`config.mk`:
```
export PLATFORM = sky130hd
export DESIGN_NAME = scanline_band_line_centroid_top_flat
export DESIGN_NICKNAME = d
export VERILOG_FILES = /design/src/rtl/slbc_pkg.sv /design/src/rtl/slbc_if.sv /design/src/rtl/slbc_front.sv /design/src/rtl/slbc_queue.sv /design/src/rtl/slbc_back.sv /design/src/rtl/scanline_band_line_centroid_top.sv /design/src/flat_wrapper.sv
export SDC_FILE = /design/constraint.sdc
export NUM_CORES = 2
export LEC_CHECK = 0
export BUFFER_PORTS_ARGS = -buffer_cell sky130_fd_sc_hd__buf_2
export CAP_MARGIN = 30
export CORE_ASPECT_RATIO = 2
export CORE_MARGIN = 2
export CORE_UTILIZATION = 50
export CTS_BUF_LIST = sky130_fd_sc_hd__clkbuf_4 sky130_fd_sc_hd__clkbuf_8
export DETAILED_ROUTE_END_ITERATION = 16
export GPL_TIMING_DRIVEN = 0
export PLACE_DENSITY = 0.69
export SYNTH_ARGS = -nofsm -noshare
export SYNTH_HDL_FRONTEND = slang
export SYNTH_SLANG_ARGS = --single-unit
export TNS_END_PERCENT = 1
```
`constraint.sdc`:
```
create_clock -name clock -period 14.2 [get_ports clock]
set_clock_uncertainty 0.05 [all_clocks]
set_input_delay 2.84 -clock clock [delete_from_list [all_inputs] [get_ports clock]]
set_output_delay 2.84 -clock clock [all_outputs]
set_load 0.02 [all_outputs]
```
`src/rtl/slbc_pkg.sv`:
```
// ----------------------------------------------------------------------------
// slbc_pkg: shared types and constants of the scan-line band centroid block
// Holds the geometry constants, register codes, the per-frame accumulator
// snapshot type and the scan-line center function.
// ----------------------------------------------------------------------------
`default_nettype none
package slbc_pkg;

   localparam int NUM_LINES   = 8;
   localparam int COORD_BITS  = 12;
   localparam int LINE_W      = $clog2(NUM_LINES);
   localparam int LINE_IDX_W  = 4;
   localparam int THR_W       = 8;
   localparam int BAND_W      = 6;
   localparam int HALF_W      = BAND_W - 1;
   localparam int SUM_W       = 19;
   localparam int CNT_W       = 7;
   localparam int LR_W        = COORD_BITS + 1;
   localparam int CENTER_W    = COORD_BITS + 2;
   localparam int OFFSET_W    = 16;
   localparam int CSR_IDX_W   = 3;
   localparam int CSR_DATA_W  = COORD_BITS;

   localparam logic [SUM_W-1:0] SUM_MAX = {SUM_W{1'b1}};
   localparam logic [CNT_W-1:0] CNT_MAX = {CNT_W{1'b1}};

   // center offset k*span/(NUM_LINES-1) by reciprocal multiplication
   localparam int K_W        = 4;
   localparam int KS_W       = COORD_BITS + K_W;
   localparam int DIV_D      = NUM_LINES - 1;
   localparam int DIV_SHIFT  = 26;
   localparam int RECIP_W    = DIV_SHIFT + 1;
   localparam logic [RECIP_W-1:0] DIV_RECIP =
      RECIP_W'(((64'd1 << DIV_SHIFT) + DIV_D - 1) / DIV_D);

   // divider of the back part
   localparam int PROD_W  = CNT_W + COORD_BITS;
   localparam int DIFF_W  = SUM_W + 2;
   localparam int MAG_W   = DIFF_W + 3;
   localparam int STEP_W  = $clog2(MAG_W);

   localparam int FIFO_DEPTH = 2;
   localparam int FIFO_PTR_W = $clog2(FIFO_DEPTH);
   localparam int FIFO_CNT_W = $clog2(FIFO_DEPTH + 1);

   typedef enum logic [CSR_IDX_W-1:0] {
      REG_BLACK_THRESHOLD = 3'd0,
      REG_IMAGE_WIDTH     = 3'd1,
      REG_IMAGE_HEIGHT    = 3'd2,
      REG_SCAN_BOTTOM_ROW = 3'd3,
      REG_SCAN_SPAN       = 3'd4,
      REG_BAND_HEIGHT     = 3'd5
   } csr_index_type;

   typedef struct packed {
      logic [THR_W-1:0]      black_threshold;
      logic [COORD_BITS-1:0] image_width;
      logic [COORD_BITS-1:0] image_height;
      logic [COORD_BITS-1:0] scan_bottom_row;
      logic [COORD_BITS-1:0] scan_span;
      logic [BAND_W-1:0]     band_height;
   } cfg_type;

   typedef logic [NUM_LINES-1:0][CENTER_W-1:0] centers_type;

   typedef struct packed {
      logic [NUM_LINES-1:0][SUM_W-1:0] sum;
      logic [NUM_LINES-1:0][CNT_W-1:0] cnt;
   } frame_acc_type;

   typedef struct packed {
      logic                  push;
      logic                  pop;
      logic [FIFO_CNT_W-1:0] count;
   } queue_ctl_type;

   typedef enum logic [2:0] {
      BK_IDLE,
      BK_MUL,
      BK_DIFF,
      BK_DIV,
      BK_FIN,
      BK_OUT
   } back_state_type;

   function automatic logic [COORD_BITS-1:0] last_index(input logic [COORD_BITS-1:0] n);
      return (n == '0) ? '0 : n - 1'b1;
   endfunction

   // center row of scan line i: bottom - floor((N-1-i)*span/(N-1))
   function automatic logic [CENTER_W-1:0] line_center(
      input logic [COORD_BITS-1:0] bottom,
      input logic [COORD_BITS-1:0] span,
      input logic [K_W-1:0]        k
   );
      logic [KS_W-1:0]         ks;
      logic [KS_W+RECIP_W-1:0] prod;
      logic [COORD_BITS-1:0]   off;
      ks   = KS_W'(k) * KS_W'(span);
      prod = (KS_W+RECIP_W)'(ks) * (KS_W+RECIP_W)'(DIV_RECIP);
      off  = COORD_BITS'(prod >> DIV_SHIFT);
      return CENTER_W'(bottom) - CENTER_W'(off);
   endfunction

endpackage
`default_nettype wire

```
`src/rtl/slbc_if.sv`:
```
// ----------------------------------------------------------------------------
// slbc_if: pixel and result channel interfaces
// Valid/ready channels; a transfer happens when valid and ready are both high.
// ----------------------------------------------------------------------------
`default_nettype none
interface slbc_req_if;
   logic       valid;
   logic       ready;
   logic [7:0] brightness;
   modport source (output valid, output brightness, input ready);
   modport sink   (input valid, input brightness, output ready);
endinterface

interface slbc_rsp_if;
   logic               valid;
   logic               ready;
   logic [3:0]         line_index;
   logic [11:0]        scan_row_number;
   logic               line_found;
   logic signed [15:0] lateral_offset_q4;
   logic               any_line_found;
   logic               last_of_frame;
   modport source (output valid, output line_index, output scan_row_number,
                   output line_found, output lateral_offset_q4,
                   output any_line_found, output last_of_frame, input ready);
   modport sink   (input valid, input line_index, input scan_row_number,
                   input line_found, input lateral_offset_q4,
                   input any_line_found, input last_of_frame, output ready);
endinterface
`default_nettype wire

```
`src/rtl/slbc_front.sv`:
```
// ----------------------------------------------------------------------------
// slbc_front: pixel front end
// Counts column and row, finds the dark span of each row, adds its left plus
// right edge into the band accumulators and pushes a snapshot at each frame end.
// ----------------------------------------------------------------------------
`default_nettype none
module slbc_front import slbc_pkg::*; (
   input  wire logic          clock,
   input  wire logic          reset,
   input  wire cfg_type       cfg,
   input  wire centers_type   centers,
   slbc_req_if.sink           req,
   input  wire logic [FIFO_CNT_W-1:0] queue_count,
   output logic               push,
   output frame_acc_type      push_data
);

   logic [COORD_BITS-1:0] col_ff, col_in, row_ff, row_in;
   logic [COORD_BITS-1:0] left_ff, left_in, right_ff, right_in;
   logic                  has_ff, has_in;

   logic                  ev_valid_ff, ev_valid_in;
   logic                  ev_frame_ff, ev_frame_in;
   logic                  ev_close_ff, ev_close_in;
   logic [COORD_BITS-1:0] ev_row_ff, ev_row_in;
   logic [LR_W-1:0]       ev_lr_ff, ev_lr_in;

   logic [NUM_LINES-1:0][SUM_W-1:0] sum_ff, sum_in, sum_upd;
   logic [NUM_LINES-1:0][CNT_W-1:0] cnt_ff, cnt_in, cnt_upd;

   logic                  accept, dark, row_end, frame_end, has_now;
   logic [COORD_BITS-1:0] left_now, right_now;
   logic [FIFO_CNT_W:0]   pending;

   // hold off pixels unless the queue has room for any frame end in flight
   always_comb begin
      pending   = (FIFO_CNT_W+1)'(queue_count) + (FIFO_CNT_W+1)'(ev_valid_ff && ev_frame_ff);
      req.ready = pending < (FIFO_CNT_W+1)'(FIFO_DEPTH);
   end

   // classify the pixel and advance the raster position
   always_comb begin
      accept    = req.valid && req.ready;
      dark      = req.brightness < cfg.black_threshold;
      left_now  = (dark && !has_ff) ? col_ff : left_ff;
      right_now = dark ? col_ff : right_ff;
      has_now   = has_ff || dark;
      row_end   = col_ff >= last_index(cfg.image_width);
      frame_end = row_ff >= last_index(cfg.image_height);

      col_in   = col_ff;
      row_in   = row_ff;
      left_in  = left_ff;
      right_in = right_ff;
      has_in   = has_ff;
      if (accept) begin
         if (row_end) begin
            col_in   = '0;
            left_in  = '0;
            right_in = '0;
            has_in   = 1'b0;
            row_in   = frame_end ? '0 : row_ff + 1'b1;
         end else begin
            col_in   = col_ff + 1'b1;
            left_in  = left_now;
            right_in = right_now;
            has_in   = has_now;
         end
      end

      ev_valid_in = accept && row_end;
      ev_frame_in = frame_end;
      ev_close_in = has_now && (row_ff <= last_index(cfg.image_height));
      ev_row_in   = row_ff;
      ev_lr_in    = LR_W'(left_now) + LR_W'(right_now);
   end

   // add the closed row into every band that covers it
   always_comb begin
      logic signed [CENTER_W:0] c, lo, hi, r;
      logic [SUM_W:0]           s;
      r = $signed({2'b00, ev_row_ff});
      for (int i = 0; i < NUM_LINES; i++) begin
         c  = $signed({centers[i][CENTER_W-1], centers[i]});
         lo = c - $signed((CENTER_W+1)'(cfg.band_height >> 1));
         hi = c + $signed((CENTER_W+1)'(cfg.band_height >> 1));
         s  = (SUM_W+1)'(sum_ff[i]) + (SUM_W+1)'(ev_lr_ff);
         sum_upd[i] = sum_ff[i];
         cnt_upd[i] = cnt_ff[i];
         if (ev_close_ff && r >= lo && r <= hi) begin
            sum_upd[i] = s > (SUM_W+1)'(SUM_MAX) ? SUM_MAX : s[SUM_W-1:0];
            cnt_upd[i] = (cnt_ff[i] == CNT_MAX) ? CNT_MAX : cnt_ff[i] + 1'b1;
         end
      end
      push          = ev_valid_ff && ev_frame_ff;
      push_data.sum = sum_upd;
      push_data.cnt = cnt_upd;
      sum_in = sum_ff;
      cnt_in = cnt_ff;
      if (ev_valid_ff) begin
         sum_in = push ? '0 : sum_upd;
         cnt_in = push ? '0 : cnt_upd;
      end
   end

   always_ff @(posedge clock) begin
      if (reset) begin
         col_ff      <= '0;
         row_ff      <= '0;
         left_ff     <= '0;
         right_ff    <= '0;
         has_ff      <= 1'b0;
         ev_valid_ff <= 1'b0;
         sum_ff      <= '0;
         cnt_ff      <= '0;
      end else begin
         col_ff      <= col_in;
         row_ff      <= row_in;
         left_ff     <= left_in;
         right_ff    <= right_in;
         has_ff      <= has_in;
         ev_valid_ff <= ev_valid_in;
         sum_ff      <= sum_in;
         cnt_ff      <= cnt_in;
      end
   end

   // row event payload
   always_ff @(posedge clock) begin
      ev_frame_ff <= ev_frame_in;
      ev_close_ff <= ev_close_in;
      ev_row_ff   <= ev_row_in;
      ev_lr_ff    <= ev_lr_in;
   end

endmodule
`default_nettype wire

```
`src/rtl/slbc_queue.sv`:
```
// ----------------------------------------------------------------------------
// slbc_queue: frame snapshot queue
// Short FIFO of band accumulator snapshots between front and back part.
// ----------------------------------------------------------------------------
`default_nettype none
module slbc_queue import slbc_pkg::*; (
   input  wire logic          clock,
   input  wire logic          reset,
   input  wire logic          push,
   input  wire frame_acc_type push_data,
   input  wire logic          pop,
   output frame_acc_type      head,
   output logic               empty,
   output logic [FIFO_CNT_W-1:0] count
);

   frame_acc_type         mem_ff [FIFO_DEPTH];
   logic [FIFO_PTR_W-1:0] wr_ff, rd_ff;
   logic [FIFO_CNT_W-1:0] count_ff;
   queue_ctl_type         ctl;

   always_comb begin
      ctl.push  = push;
      ctl.pop   = pop && (count_ff != '0);
      ctl.count = count_ff;
      empty     = (count_ff == '0);
      count     = count_ff;
      head      = mem_ff[rd_ff];
   end

   // advance pointers and fill level
   always_ff @(posedge clock) begin
      if (reset) begin
         wr_ff    <= '0;
         rd_ff    <= '0;
         count_ff <= '0;
      end else begin
         if (ctl.push) wr_ff <= wr_ff + 1'b1;
         if (ctl.pop)  rd_ff <= rd_ff + 1'b1;
         count_ff <= ctl.count + FIFO_CNT_W'(ctl.push) - FIFO_CNT_W'(ctl.pop);
      end
   end

   // store snapshot
   always_ff @(posedge clock) begin
      if (ctl.push) mem_ff[wr_ff] <= push_data;
   end

endmodule
`default_nettype wire

```
`src/rtl/slbc_back.sv`:
```
// ----------------------------------------------------------------------------
// slbc_back: per-line result engine
// Takes one frame snapshot, divides each band sum minus cnt*width by its row
// count with a bit-serial divider and delivers one result per scan line.
// ----------------------------------------------------------------------------
`default_nettype none
module slbc_back import slbc_pkg::*; (
   input  wire logic          clock,
   input  wire logic          reset,
   input  wire cfg_type       cfg,
   input  wire centers_type   centers,
   input  wire frame_acc_type head,
   input  wire logic          empty,
   output logic               pop,
   slbc_rsp_if.source         rsp
);

   back_state_type state_ff, state_in;

   logic [LINE_W-1:0]     line_ff, line_in;
   logic                  any_ff, any_in;
   logic [CNT_W-1:0]      cnt_ff, cnt_in;
   logic [SUM_W-1:0]      sum_ff, sum_in;
   logic [PROD_W-1:0]     prod_ff, prod_in;
   logic                  neg_ff, neg_in;
   logic [CNT_W:0]        rem_ff, rem_in;
   logic [MAG_W-1:0]      quo_ff, quo_in;
   logic [STEP_W-1:0]     step_ff, step_in;

   logic                  out_valid_ff, out_valid_in;
   logic [LINE_IDX_W-1:0] o_line_ff, o_line_in;
   logic [COORD_BITS-1:0] o_row_ff, o_row_in;
   logic                  o_found_ff, o_found_in;
   logic [OFFSET_W-1:0]   o_off_ff, o_off_in;
   logic                  o_any_ff, o_any_in;
   logic                  o_last_ff, o_last_in;

   assign rsp.valid             = out_valid_ff;
   assign rsp.line_index        = o_line_ff;
   assign rsp.scan_row_number   = o_row_ff;
   assign rsp.line_found        = o_found_ff;
   assign rsp.lateral_offset_q4 = o_off_ff;
   assign rsp.any_line_found    = o_any_ff;
   assign rsp.last_of_frame     = o_last_ff;

   // sequence the lines of one snapshot
   always_comb begin
      logic signed [DIFF_W-1:0]   diff;
      logic signed [MAG_W-1:0]    num;
      logic [CNT_W:0]             rem_sh;
      logic [MAG_W:0]             qadj;
      logic signed [CENTER_W-1:0] c;
      logic [COORD_BITS-1:0]      last_row;

      state_in     = state_ff;
      line_in      = line_ff;
      any_in       = any_ff;
      cnt_in       = cnt_ff;
      sum_in       = sum_ff;
      prod_in      = prod_ff;
      neg_in       = neg_ff;
      rem_in       = rem_ff;
      quo_in       = quo_ff;
      step_in      = step_ff;
      out_valid_in = out_valid_ff;
      o_line_in    = o_line_ff;
      o_row_in     = o_row_ff;
      o_found_in   = o_found_ff;
      o_off_in     = o_off_ff;
      o_any_in     = o_any_ff;
      o_last_in    = o_last_ff;
      pop          = 1'b0;

      diff     = $signed(DIFF_W'(sum_ff)) - $signed(DIFF_W'(prod_ff));
      num      = $signed(MAG_W'(diff)) <<< 3;
      rem_sh   = {rem_ff[CNT_W-1:0], quo_ff[MAG_W-1]};
      qadj     = (MAG_W+1)'(quo_ff) + (MAG_W+1)'(rem_ff != '0);
      c        = $signed(centers[line_ff]);
      last_row = last_index(cfg.image_height);

      case (state_ff)
         BK_IDLE: begin
            if (!empty) begin
               line_in  = '0;
               any_in   = |head.cnt;
               state_in = BK_MUL;
            end
         end
         BK_MUL: begin
            cnt_in   = head.cnt[line_ff];
            sum_in   = head.sum[line_ff];
            prod_in  = PROD_W'(head.cnt[line_ff]) * PROD_W'(cfg.image_width);
            state_in = BK_DIFF;
         end
         BK_DIFF: begin
            neg_in   = num < 0;
            quo_in   = (num < 0) ? MAG_W'(-num) : MAG_W'(num);
            rem_in   = '0;
            step_in  = '0;
            state_in = (cnt_ff == '0) ? BK_FIN : BK_DIV;
         end
         BK_DIV: begin
            // one quotient bit per cycle
            if (rem_sh >= (CNT_W+1)'(cnt_ff)) begin
               rem_in = rem_sh - (CNT_W+1)'(cnt_ff);
               quo_in = {quo_ff[MAG_W-2:0], 1'b1};
            end else begin
               rem_in = rem_sh;
               quo_in = {quo_ff[MAG_W-2:0], 1'b0};
            end
            step_in = step_ff + 1'b1;
            if (step_ff == STEP_W'(MAG_W - 1)) state_in = BK_FIN;
         end
         BK_FIN: begin
            o_line_in  = LINE_IDX_W'(line_ff);
            o_found_in = (cnt_ff != '0);
            o_any_in   = any_ff;
            o_last_in  = (line_ff == LINE_W'(NUM_LINES - 1));
            if (c < 0)
               o_row_in = '0;
            else if (c > $signed(CENTER_W'(last_row)))
               o_row_in = last_row;
            else
               o_row_in = c[COORD_BITS-1:0];
            if (cnt_ff == '0)
               o_off_in = '0;
            else if (neg_ff)
               o_off_in = (qadj > (MAG_W+1)'(32768)) ? 16'h8000 : OFFSET_W'(-qadj);
            else
               o_off_in = (quo_ff > MAG_W'(32767)) ? 16'h7fff : quo_ff[OFFSET_W-1:0];
            out_valid_in = 1'b1;
            state_in     = BK_OUT;
         end
         BK_OUT: begin
            if (rsp.ready) begin
               out_valid_in = 1'b0;
               if (line_ff == LINE_W'(NUM_LINES - 1)) begin
                  pop      = 1'b1;
                  state_in = BK_IDLE;
               end else begin
                  line_in  = line_ff + 1'b1;
                  state_in = BK_MUL;
               end
            end
         end
         default: state_in = BK_IDLE;
      endcase
   end

   always_ff @(posedge clock) begin
      if (reset) begin
         state_ff     <= BK_IDLE;
         out_valid_ff <= 1'b0;
         line_ff      <= '0;
         step_ff      <= '0;
      end else begin
         state_ff     <= state_in;
         out_valid_ff <= out_valid_in;
         line_ff      <= line_in;
         step_ff      <= step_in;
      end
   end

   // datapath and result registers
   always_ff @(posedge clock) begin
      any_ff     <= any_in;
      cnt_ff     <= cnt_in;
      sum_ff     <= sum_in;
      prod_ff    <= prod_in;
      neg_ff     <= neg_in;
      rem_ff     <= rem_in;
      quo_ff     <= quo_in;
      o_line_ff  <= o_line_in;
      o_row_ff   <= o_row_in;
      o_found_ff <= o_found_in;
      o_off_ff   <= o_off_in;
      o_any_ff   <= o_any_in;
      o_last_ff  <= o_last_in;
   end

endmodule
`default_nettype wire

```
`src/rtl/scanline_band_line_centroid_top.sv`:
```
// ----------------------------------------------------------------------------
// scanline_band_line_centroid_top: scan-line band centroid tracker
// Pixels enter on req in raster order, one byte each; the block counts
// column and row itself and needs no frame or line markers.
// A pixel is taken every cycle while req.ready is high. At the last pixel of
// a frame the band sums are copied into a two-entry snapshot queue.
// The back part turns each snapshot into NUM_LINES results on rsp, top line
// first, last_of_frame on the final one. Each found line passes through load
// and multiply, difference, a 24-step divider and format; a line with no dark
// row skips the divider. If rsp stalls, the back part holds its result and the
// queue fills; req.ready drops for every pixel while the queue holds two
// snapshots, or one with a second being written, and rises again once the back
// part frees an entry. Registers are written on csr_write_enable at csr_index;
// the user must write them only while idle, which the block does not enforce.
// The centers follow in the next cycle. Reset restores register defaults and
// clears counters, accumulators and the queue; no clearing pass is needed.
// ----------------------------------------------------------------------------
`default_nettype none
module scanline_band_line_centroid_top import slbc_pkg::*; (
   input  wire logic                  clock,
   input  wire logic                  reset,
   slbc_req_if.sink                   req,
   slbc_rsp_if.source                 rsp,
   input  wire logic                  csr_write_enable,
   input  wire logic [CSR_IDX_W-1:0]  csr_index,
   input  wire logic [CSR_DATA_W-1:0] csr_data
);

   cfg_type               cfg_ff;
   centers_type           centers_ff, centers_in;
   logic                  push, pop, empty;
   frame_acc_type         push_data, head;
   logic [FIFO_CNT_W-1:0] queue_count;

   // write configuration registers
   always_ff @(posedge clock) begin
      if (reset) begin
         cfg_ff.black_threshold <= THR_W'(60);
         cfg_ff.image_width     <= COORD_BITS'(640);
         cfg_ff.image_height    <= COORD_BITS'(480);
         cfg_ff.scan_bottom_row <= COORD_BITS'(432);
         cfg_ff.scan_span       <= COORD_BITS'(192);
         cfg_ff.band_height     <= BAND_W'(4);
      end else if (csr_write_enable) begin
         case (csr_index)
            REG_BLACK_THRESHOLD: cfg_ff.black_threshold <= csr_data[THR_W-1:0];
            REG_IMAGE_WIDTH:     cfg_ff.image_width     <= csr_data;
            REG_IMAGE_HEIGHT:    cfg_ff.image_height    <= csr_data;
            REG_SCAN_BOTTOM_ROW: cfg_ff.scan_bottom_row <= csr_data;
            REG_SCAN_SPAN:       cfg_ff.scan_span       <= csr_data;
            REG_BAND_HEIGHT:     cfg_ff.band_height     <= csr_data[BAND_W-1:0];
            default: ;
         endcase
      end
   end

   // scan-line centers, one lane per line
   always_comb begin
      for (int i = 0; i < NUM_LINES; i++)
         centers_in[i] = line_center(cfg_ff.scan_bottom_row, cfg_ff.scan_span,
                                     K_W'(NUM_LINES - 1 - i));
   end

   always_ff @(posedge clock) begin
      centers_ff <= centers_in;
   end

   slbc_front u_front (
      .clock       (clock),
      .reset       (reset),
      .cfg         (cfg_ff),
      .centers     (centers_ff),
      .req         (req),
      .queue_count (queue_count),
      .push        (push),
      .push_data   (push_data)
   );

   slbc_queue u_queue (
      .clock     (clock),
      .reset     (reset),
      .push      (push),
      .push_data (push_data),
      .pop       (pop),
      .head      (head),
      .empty     (empty),
      .count     (queue_count)
   );

   slbc_back u_back (
      .clock   (clock),
      .reset   (reset),
      .cfg     (cfg_ff),
      .centers (centers_ff),
      .head    (head),
      .empty   (empty),
      .pop     (pop),
      .rsp     (rsp)
   );

endmodule
`default_nettype wire

```
`src/flat_wrapper.sv`:
```
// flat-port wrapper written by rule: the top's interface ports become plain ports
module scanline_band_line_centroid_top_flat import slbc_pkg::*;
  (clock, reset, csr_write_enable, csr_index, csr_data, req_valid, req_brightness, req_ready, rsp_valid, rsp_line_index, rsp_scan_row_number, rsp_line_found, rsp_lateral_offset_q4, rsp_any_line_found, rsp_last_of_frame, rsp_ready);
  slbc_req_if req_i ();
  slbc_rsp_if rsp_i ();
  input  wire logic clock;
  input  wire logic reset;
  input  wire logic csr_write_enable;
  input  wire logic [CSR_IDX_W-1:0] csr_index;
  input  wire logic [CSR_DATA_W-1:0] csr_data;
  input wire logic [$bits(req_i.valid)-1:0] req_valid;
  input wire logic [$bits(req_i.brightness)-1:0] req_brightness;
  output wire logic [$bits(req_i.ready)-1:0] req_ready;
  output wire logic [$bits(rsp_i.valid)-1:0] rsp_valid;
  output wire logic [$bits(rsp_i.line_index)-1:0] rsp_line_index;
  output wire logic [$bits(rsp_i.scan_row_number)-1:0] rsp_scan_row_number;
  output wire logic [$bits(rsp_i.line_found)-1:0] rsp_line_found;
  output wire logic [$bits(rsp_i.lateral_offset_q4)-1:0] rsp_lateral_offset_q4;
  output wire logic [$bits(rsp_i.any_line_found)-1:0] rsp_any_line_found;
  output wire logic [$bits(rsp_i.last_of_frame)-1:0] rsp_last_of_frame;
  input wire logic [$bits(rsp_i.ready)-1:0] rsp_ready;
  assign req_i.valid = req_valid;
  assign req_i.brightness = req_brightness;
  assign req_ready = req_i.ready;
  assign rsp_valid = rsp_i.valid;
  assign rsp_line_index = rsp_i.line_index;
  assign rsp_scan_row_number = rsp_i.scan_row_number;
  assign rsp_line_found = rsp_i.line_found;
  assign rsp_lateral_offset_q4 = rsp_i.lateral_offset_q4;
  assign rsp_any_line_found = rsp_i.any_line_found;
  assign rsp_last_of_frame = rsp_i.last_of_frame;
  assign rsp_i.ready = rsp_ready;
  scanline_band_line_centroid_top u_core (.clock(clock), .reset(reset), .req(req_i), .rsp(rsp_i), .csr_write_enable(csr_write_enable), .csr_index(csr_index), .csr_data(csr_data));
endmodule
```
==> reports/summary.txt <==
DIE AREA = 0.156 mm^2
WHS = 0.338 ns
pwr dens = 119 mW/mm^2
Detail Placement HPWL = 204000 um
Critical-path top delay cell = dfxtp_1
area grow syn2layout = 10.2%
max_cap viols = 0
RePlAce Congestion = 1.02
share of the synthesized area in the top cell type = 0.208
port bufs = 62
Mapped Nets = 9071
die height = 556 um
Die Wd = 280 um
clk slew on worst S/H paths = 0.08 ns
Layout Nets = 9378
Critical Path Start Type = register
WHS Path Cells = 0
cts-stage hold buffer count = 0
worst hold path type = register to register
largest net degree at the start of global routing = 63
PostCTS Resize Cnt = 0
crit path DAT = 11.16 ns
clock root buffer = clkbuf_8
core area = 0.151 mm^2
synthesized instance count = 7762
sequential cell area fraction in the yosys report = 0.331
Post-Route WL = 260000 um
ys async rst share = 0
RSZ-0062 raised after global routing = false
Pins Over Slew Limit = 0
GRT Resource Usage Total = 0.333
worst-case clock buffer depth = 4
total clock sinks = 995
flop and latch count out of synthesis = 995
Worst Max-Slew Pin Slew = 1.21 ns
Switch Pwr = 3.75 mW
crit-path max FO = 11
kind of critical path = register to register
top cell family by delay on the critical path = adder cells
# setup viols final = 0
total CTS buffers = 155
Vias/cell = 6.16
DRC errors left = 0
Layout fillers = 13.2k
Logic pwr share = 0.386
postcts setup bufs = 0
Max IR drop VDD = 0.0933 mV
PnR Total Power = 10.0 mW
Mapped Area = 0.0762 mm^2
clk_lat worst skew = 0.93 ns
Final Cycle Share = 0.733
Critical path buffers and inverters = 5
initial core utilization = 0.504
max incr delay on CP = 0.95 ns
min Tclk post-route = 10.40 ns
Avg WL per Cell = 25.6 um
syn_area_per_cell = 9.82 um^2
ANT nets after route = 0
Row Count = 202
GRT overflow = 0
Synth Warn # = 0
share of cells above drive strength 1 = 0.0914
Main synth FF type = edfxtp_1
via count = 62.4k
initial antenna violation count = 8
Post-synth EDFFs = 529
Pleak = 36.7 nW
Max-Slew Margin vs Limit = 0.193
1st-iter DRT viols = 4623
Final Hold Violating Endpoints = 0
Sw Ratio = 0.373
fmax = 0.0961 GHz
io pins = 65
first-pass GRT wire length = 385000 um
crit path capture type = register
Clk pwr share = 0.266
Synth cell types = 108
internal power = 6.29 mW
Worst Path Required = 14.96 ns
Crit path depth = 41
Reg2Reg Depth = 41
status = completed
htree depth = 4
router iterations before antenna repair = 6
vias in the first global route = 64.3k
Synth area leaders = edfxtp_1 21%, ha_1 17%, dfxtp_1 12%
Reg power frac = 0.348
CTS tree = yes
largest area contributor in the netlist = edfxtp_1
-- through the flow --
| stage | instances | instance area, um^2 | setup TNS, ns | util | setup WS (ns) |
|---|---|---|---|---|---|
| floorplan | 7762 | 76200 | 0 | - | 4.02 |
| global placement | 9762 | 79000 | -403.66 | 0.522 | -2.00 |
| detailed placement | 9845 | 80600 | 0 | 0.532 | 3.48 |
| CTS | 10100 | 83900 | 0 | 0.554 | 3.46 |
| global route | 10100 | 84000 | 0 | 0.555 | 3.12 |
| finish | 10100 | 84000 | 0 | 0.555 | 3.80 |
-- cell usage after synthesis, drive strengths merged (67+ instances only) --
cell / number
a21oi: 488
nand4: 74
dfxtp: 466
nand2b: 92
mux2i: 102
o21a: 81
edfxtp: 529
nand3: 157
mux2: 127
ha: 1045
o21bai: 67
xor2: 204
inv: 602
and3: 77
nor2b: 110
nor2: 507
fa: 236
nand2: 647
a31oi: 114
clkbuf: 183
a21o: 141
a22o: 108
xnor2: 279
o21ai: 323
buf: 93
and2: 69
mux4: 82
nor3: 156
-- cells in the final DEF (no fill, tap or decap), types with 109 or more instances in the layout --
| cell | Yosys | routed |
|---|---|---|
| buf_2 | 59 | 123 |
| fa_1 | 236 | 236 |
| clkbuf_1 | 183 | 183 |
| mux2_2 | 125 | 125 |
| o21ai_0 | 305 | 305 |
| ha_1 | 1045 | 1045 |
| a21o_1 | 140 | 140 |
| inv_1 | 602 | 602 |
| nor3_1 | 151 | 150 |
| nand3_1 | 156 | 156 |
| xnor2_1 | 278 | 278 |
| xor2_1 | 204 | 204 |
| a21oi_1 | 487 | 487 |
| nor2_1 | 504 | 502 |
| clkbuf_8 | 0 | 165 |
| dfxtp_1 | 466 | 464 |
| edfxtp_1 | 529 | 529 |
| nand2_1 | 647 | 647 |
| a31oi_1 | 113 | 113 |
| nor2b_1 | 109 | 109 |
-- final timing paths --
path / startpoint / endpoint / slack (ns)
min: u_core.cfg_ff[18] / u_core.centers_ff[98] / 0.34
min reg2reg: u_core.cfg_ff[18] / u_core.centers_ff[98] / 0.34
max: u_core.cfg_ff[9] / u_core.centers_ff[68] / 3.80
max reg2reg: u_core.cfg_ff[9] / u_core.centers_ff[68] / 3.80
-- cell type report --
class	instances	area, um^2	area share
clock inverters	77	764	0.00910
diodes	4	10.0	0.000119
inverters	605	2270	0.0270
flip-flops and latches	995	25200	0.300
clock buffers	197	2510	0.0299
repair buffers	150	2020	0.0240
well taps	1938	2420	0.0289
plain buffers	276	1120	0.0134
multi-input cells	5886	47700	0.567
-- registers in the layout, indices dropped and copies added, names as in the netlist, 13 cells and up, named ones only --
signal	count
u_core.u_back.prod_ff	19
u_core.u_back.sum_ff	19
u_core.u_front.cnt_ff	56
u_core.u_front.sum_ff	152
u_core.centers_ff	103
u_core.cfg_ff	61
u_core.u_back.rsp.lateral_offset_q4	16
u_core.u_back.quo_ff	24
u_core.u_front.ev_lr_ff	13
u_core.u_queue.mem_ff	416
-- power groups by stage --
stage | sequential, mW | clock [mW] | combinational, mW
after floorplan | 3.43 | 0 | 2.83
after global placement | 3.55 | 0 | 3.63
after detailed placement | 3.54 | 0 | 3.80
after CTS | 3.48 | 2.70 | 3.83
after global routing | 3.50 | 2.81 | 4.34
final | 3.49 | 2.67 | 3.87
-- metal layers --
metal,track usage,vias up,share of wire
li1,-,28700,-
met2,0.594,2481,0.50
met5,0,-,0.000050
met3,0.0592,1192,0.059
met4,0.344,2,0.12
met1,0.308,30100,0.32
-- worst register-to-register path, delay by kind of cell (launching register included) --
family	cells	cell delay (ns)
AO/OA/AOI/OAI	21	3.82
XOR/XNOR	2	0.72
adder cells (fa/ha/maj)	10	4.12
buffers and inverters	5	0.25
flip-flops	1	0.95
AND/OR/NAND/NOR	3	0.42
-- cells by family (layout without fill, tap and decap cells) --
| family | after synthesis | after routing | share of synthesized area |
|---|---|---|---|
| compound gates | 1707 | 1707 | 0.146 |
| xor+xnor | 483 | 483 | 0.0557 |
| fa+ha+maj | 1281 | 1281 | 0.234 |
| buf+inv | 881 | 1305 | 0.0445 |
| flops | 995 | 995 | 0.331 |
| mux | 311 | 311 | 0.0564 |
| other cells | 1 | 5 | 0.0000492 |
| simple gates | 2103 | 2103 | 0.133 |
Note: power is estimated with default switching activity, not from simulation.
